$ cat src/hw/rtl/iog_mem.sv
// ----------------------------------------------------------------------------
// Interval overlap grouping memory
// Single write port, registered read port.
// ----------------------------------------------------------------------------
module iog_mem #(
  parameter int DEPTH = 64,
  parameter int WIDTH = 16
) (
  input  logic                     clk,
  input  logic                     we,
  input  logic [$clog2(DEPTH)-1:0] waddr,
  input  logic [WIDTH-1:0]         wdata,
  input  logic [$clog2(DEPTH)-1:0] raddr,
  output logic [WIDTH-1:0]         rdata
);
  logic [WIDTH-1:0] mem [DEPTH];

  // Write and registered read.
  always_ff @(posedge clk) begin
    if (we) begin
      mem[waddr] <= wdata;
    end
    rdata <= mem[raddr];
  end
endmodule

$ cat config.mk
export PLATFORM = sky130hd
export DESIGN_NAME = iog_mem
export DESIGN_NICKNAME = d
export VERILOG_FILES = /design/src/hw/rtl/iog_mem.sv
export SDC_FILE = /design/constraint.sdc
export NUM_CORES = 1
export LEC_CHECK = 0
export BUFFER_PORTS_ARGS = -buffer_cell sky130_fd_sc_hd__buf_2
export CAP_MARGIN = 10
export CORE_ASPECT_RATIO = 1.75
export CORE_MARGIN = 2
export CORE_UTILIZATION = 55
export CTS_CLUSTER_SIZE = 8
export DETAILED_ROUTE_END_ITERATION = 10
export MAX_ROUTING_LAYER = met4
export PLACE_DENSITY_LB_ADDON = 0.2
export SLEW_MARGIN = 20
export SYNTH_ARGS = -nofsm -noshare
export SYNTH_HDL_FRONTEND = slang
export SYNTH_SLANG_ARGS = --single-unit
export TNS_END_PERCENT = 10
$ cat constraint.sdc
create_clock -name clk -period 2.55 [get_ports clk]
set_input_delay 0.3825 -clock clk [delete_from_list [all_inputs] [get_ports clk]]
set_output_delay 0.3825 -clock clk [all_outputs]
set_load 0.01 [all_outputs]
-- Word-level counts from Yosys, hierarchy flattened
Memories as Yosys holds them, arrays and structs flattened. A register that Yosys moved wholly into a read port is not among the register bits.
Cells that the tools add are included.
- flip-flop bits (word level): 0
- memories: 1
- bits of input ports: 30
- bits in writable memories: 1024
- output and inout port bits: 16
- logic and storage cells: 3
- memory list (memory ; words ; bits a word ; read ports ; clocked after memory_dff ; wr ports ; line ; RTL):
    mem ; 64 ; 16 ; 1 ; 1 ; 1 ; 16 ; logic [WIDTH-1:0] mem [DEPTH];
- muxes and demuxes: 2
- operators by type and width (operator ; count):
    2-to-1 mux 1 bit ; 2

-- Longest topological paths before layout
- depth in word-level cells: 2
- gate-level depth with buffers: 10
- gate-level depth less buffers: 5

-- Least setup slack after synthesis
OpenSTA, ideal clock, no wires.
- path type: in2reg
- start point: input waddr[3]
- end point: memory mem[48][0] (enable)
- stages: 4
- data required time: 2141 ps
- path slack: 133 ps
- arrival time: 2008 ps
- path buffers: 1
- cells stage by stage: clkbuf_1 > nor2b_1 > nand4b_1 > nor3_1
- RTL lines (what ; line ; RTL):
    start, declared ; 11 ; input logic [$clog2(DEPTH)-1:0] waddr,
    end, declared ; 16 ;
Straight into the memory's write port.

==> metrics <==
run status finished clean; sequential-to-total area share from yosys stat 77.6%; Synth area leader edfxtp_1; # rows 130; DR pass1 iterations 5; sequential power share 49.6%; Vias per Instance 6.29; mapped cell area 0.0400 mm²; Max Freq 0.475 GHz; most common cell in the netlist edfxtp_1; CTS tree done; hold path startpoint wdata[13]; first-pass GRT wire length 141000 µm; crit start category register; Area contributors post-synth edfxtp_1 77%, mux4_2 12%, mux2i_1 2.1%; Die Width 208 µm; Synth top area share 76.8%; Peak VDD IR 0.535 mV; Yosys cell types 43; CP peak stage delay 0.48 ns; H-tree depth 4; Int Power 30.3 mW; Max-Cap Viols 0; I/O pin count 46; top cells by count, synth 1024 x edfxtp_1, 220 x mux4_2, 85 x mux2i_1; Synth-to-Final Area Change 17.2%; worst setup path start mem[7][13]; setup slack at placement -0.0845 ns; WP data required 3.14 ns; initial antenna violation count 4; Mapped Nets 1859; clock slew at reported path FFs 0.05 ns; Clock Latency Late Sink 0.73 ns; Core ar. 0.0719 mm²; DRC errors left 0; CTS Buffer Depth 3; Root Driver clkbuf_16; critical path's top delay family multiplexers; setup TNS 0 ns; CP max-delay cell mux4_2; Critical Path End Type register; Starting DRT DRC Count 2155; crit-path cells mux4_2 -> mux2i_1 -> a22oi_1 -> buf_4 -> a31oi_1 -> a311oi_1; Num Clock Sinks 1040; Routed Antenna Nets 0; Leak 15.3 nW; RSZ-0062 raised after global routing false; Tot Pwr 38.4 mW; Num CTS Buffers 147; Synth Instances 1829; Final Wtd Congestion 0.881; Worst slew margin 25.6%; worst setup margin 0.444 ns; WL per Instance 30.8 µm; Tmin final 2.11 ns; crit path max fanout 2; largest net degree at the start of global routing 65; clock power share 45.4%; Main synth FF type edfxtp_1; final wirelength 96300 µm; post-cts resize count 0; Hold Crit Class primary input to register; Reg-to-Reg Start mem[7][13]; period utilization 82.6%; switching pwr 8.12 mW; Net count, final 2161; WS Path Type register to register; WP data arrival 2.69 ns; share of cells above drive strength 1 30.7%; Comb power frac 5.0%; clock skew 0.0295 ns; FF+latch count, synth 1040; Final Setup Violations 0; Async S/R FF share, synth 0%; Die Y-Extent 361 µm; vias in the first global route 20800; I/O Buffers 45; hpwl dp 60700 µm; Starting Density 55.7%; Final Max Tran Viols 0; Post-synth EDFFs 1024; syn avg cell area 21.9 µm²; total track usage 27.1%; filler instances 4636; yosys warns 0; Post-CTS Repair Setup Buffers 0; Worst Tran Pin Value 1.11 ns; Final Hold Vio Count 0; PwrDens 818 mW/mm²; CP bufs+invs 1; switching share of power 21.1%; via count 19700; Die ar. 0.0751 mm²; grt total ovfl 0
==> registers in the layout, summed over array words and instances (netlist names) <==
register  count
mem        1024
rdata        16
==> cell families after synthesis <==
logic type | after synthesis | synth area share (%)
AO/OA/AOI/OAI | 129 | 2.41
flip-flops | 1040 | 77.6
AND/OR/NAND/NOR | 220 | 2.65
buffers and inverters | 104 | 1.83
multiplexers | 336 | 15.5
==> final timing paths <==
check	to	slack [ns]	depth (start not counted)
hold reg to reg	rdata[14]	0.87	5
setup reg to reg	rdata[13]	0.44	6
setup / recovery	rdata[13]	0.44	6
hold / removal	mem[29][13]	0.18	1
==> power by group through the flow <==
stage               combinational, mW  sequential, mW  clock [mW]
floorplan                       0.980            19.3           0
global placement                 1.89            19.3           0
detailed placement               1.92            19.3           0
CTS                              1.93            19.0        17.7
global route                     2.02            19.0        18.4
finish                           1.92            19.0        17.4
==> metrics by stage <==
| step | hold slack, ns | utilization (%) | cell area (µm²) | std cells |
|---|---|---|---|---|
| 6_report | 0.183 | 65.3 | 46900 | 3128 |
| 5_1_grt | 0.169 | 65.3 | 46900 | 3126 |
| 4_1_cts | 0.141 | 65.3 | 46900 | 3122 |
| 3_5_place_dp | 0.714 | 59.5 | 42800 | 2905 |
| 3_3_place_gp | 0.708 | 59.5 | 42800 | 2905 |
| 2_1_floorplan | 0.481 | - | 40000 | 1829 |
==> metal layers <==
layer	track usage (%)	vias up	routed length, µm
li1	-	8265	-
met1	32.0	10400	34800
met2	45.8	835	50900
met3	4.31	185	5960
met4	12.9	0	4650
met5	-	-	0
==> cells in the final DEF (no fill, tap or decap), types with 7 or more instances in the layout <==
cell,count
buf_12,39
mux2i_1,85
nand3_1,24
mux4_2,220
edfxtp_1,1024
dfxtp_1,16
clkbuf_16,147
a31oi_1,8
mux2_2,27
buf_2,42
a21oi_1,17
nand2_1,59
a221oi_1,16
a211oi_1,8
a311oi_1,8
nor2_1,72
nor2b_1,30
nand4_1,12
clkbuf_1,54
buf_4,172
clkinv_8,7
a22oi_1,39
a211o_1,8
==> what timing repair did <==
action                                  in CTS  in global routing
endpoints found under the setup margin       0                  0
hold buffers                                 1                  0
endpoints found under the hold margin        8                  0
==> cell type report <==
type,count,area [µm²],share of cell area [%]
Multi-Input combinational cell,685,8250,17.6
Antenna cell,6,15.0,0.0320
Timing Repair Buffer,257,2330,4.97
Clock buffer,201,3880,8.27
Sequential cell,1040,31100,66.2
Tap cell,924,1160,2.46
Clock inverter,15,239,0.509
Power figures use the tool's default switching activity.
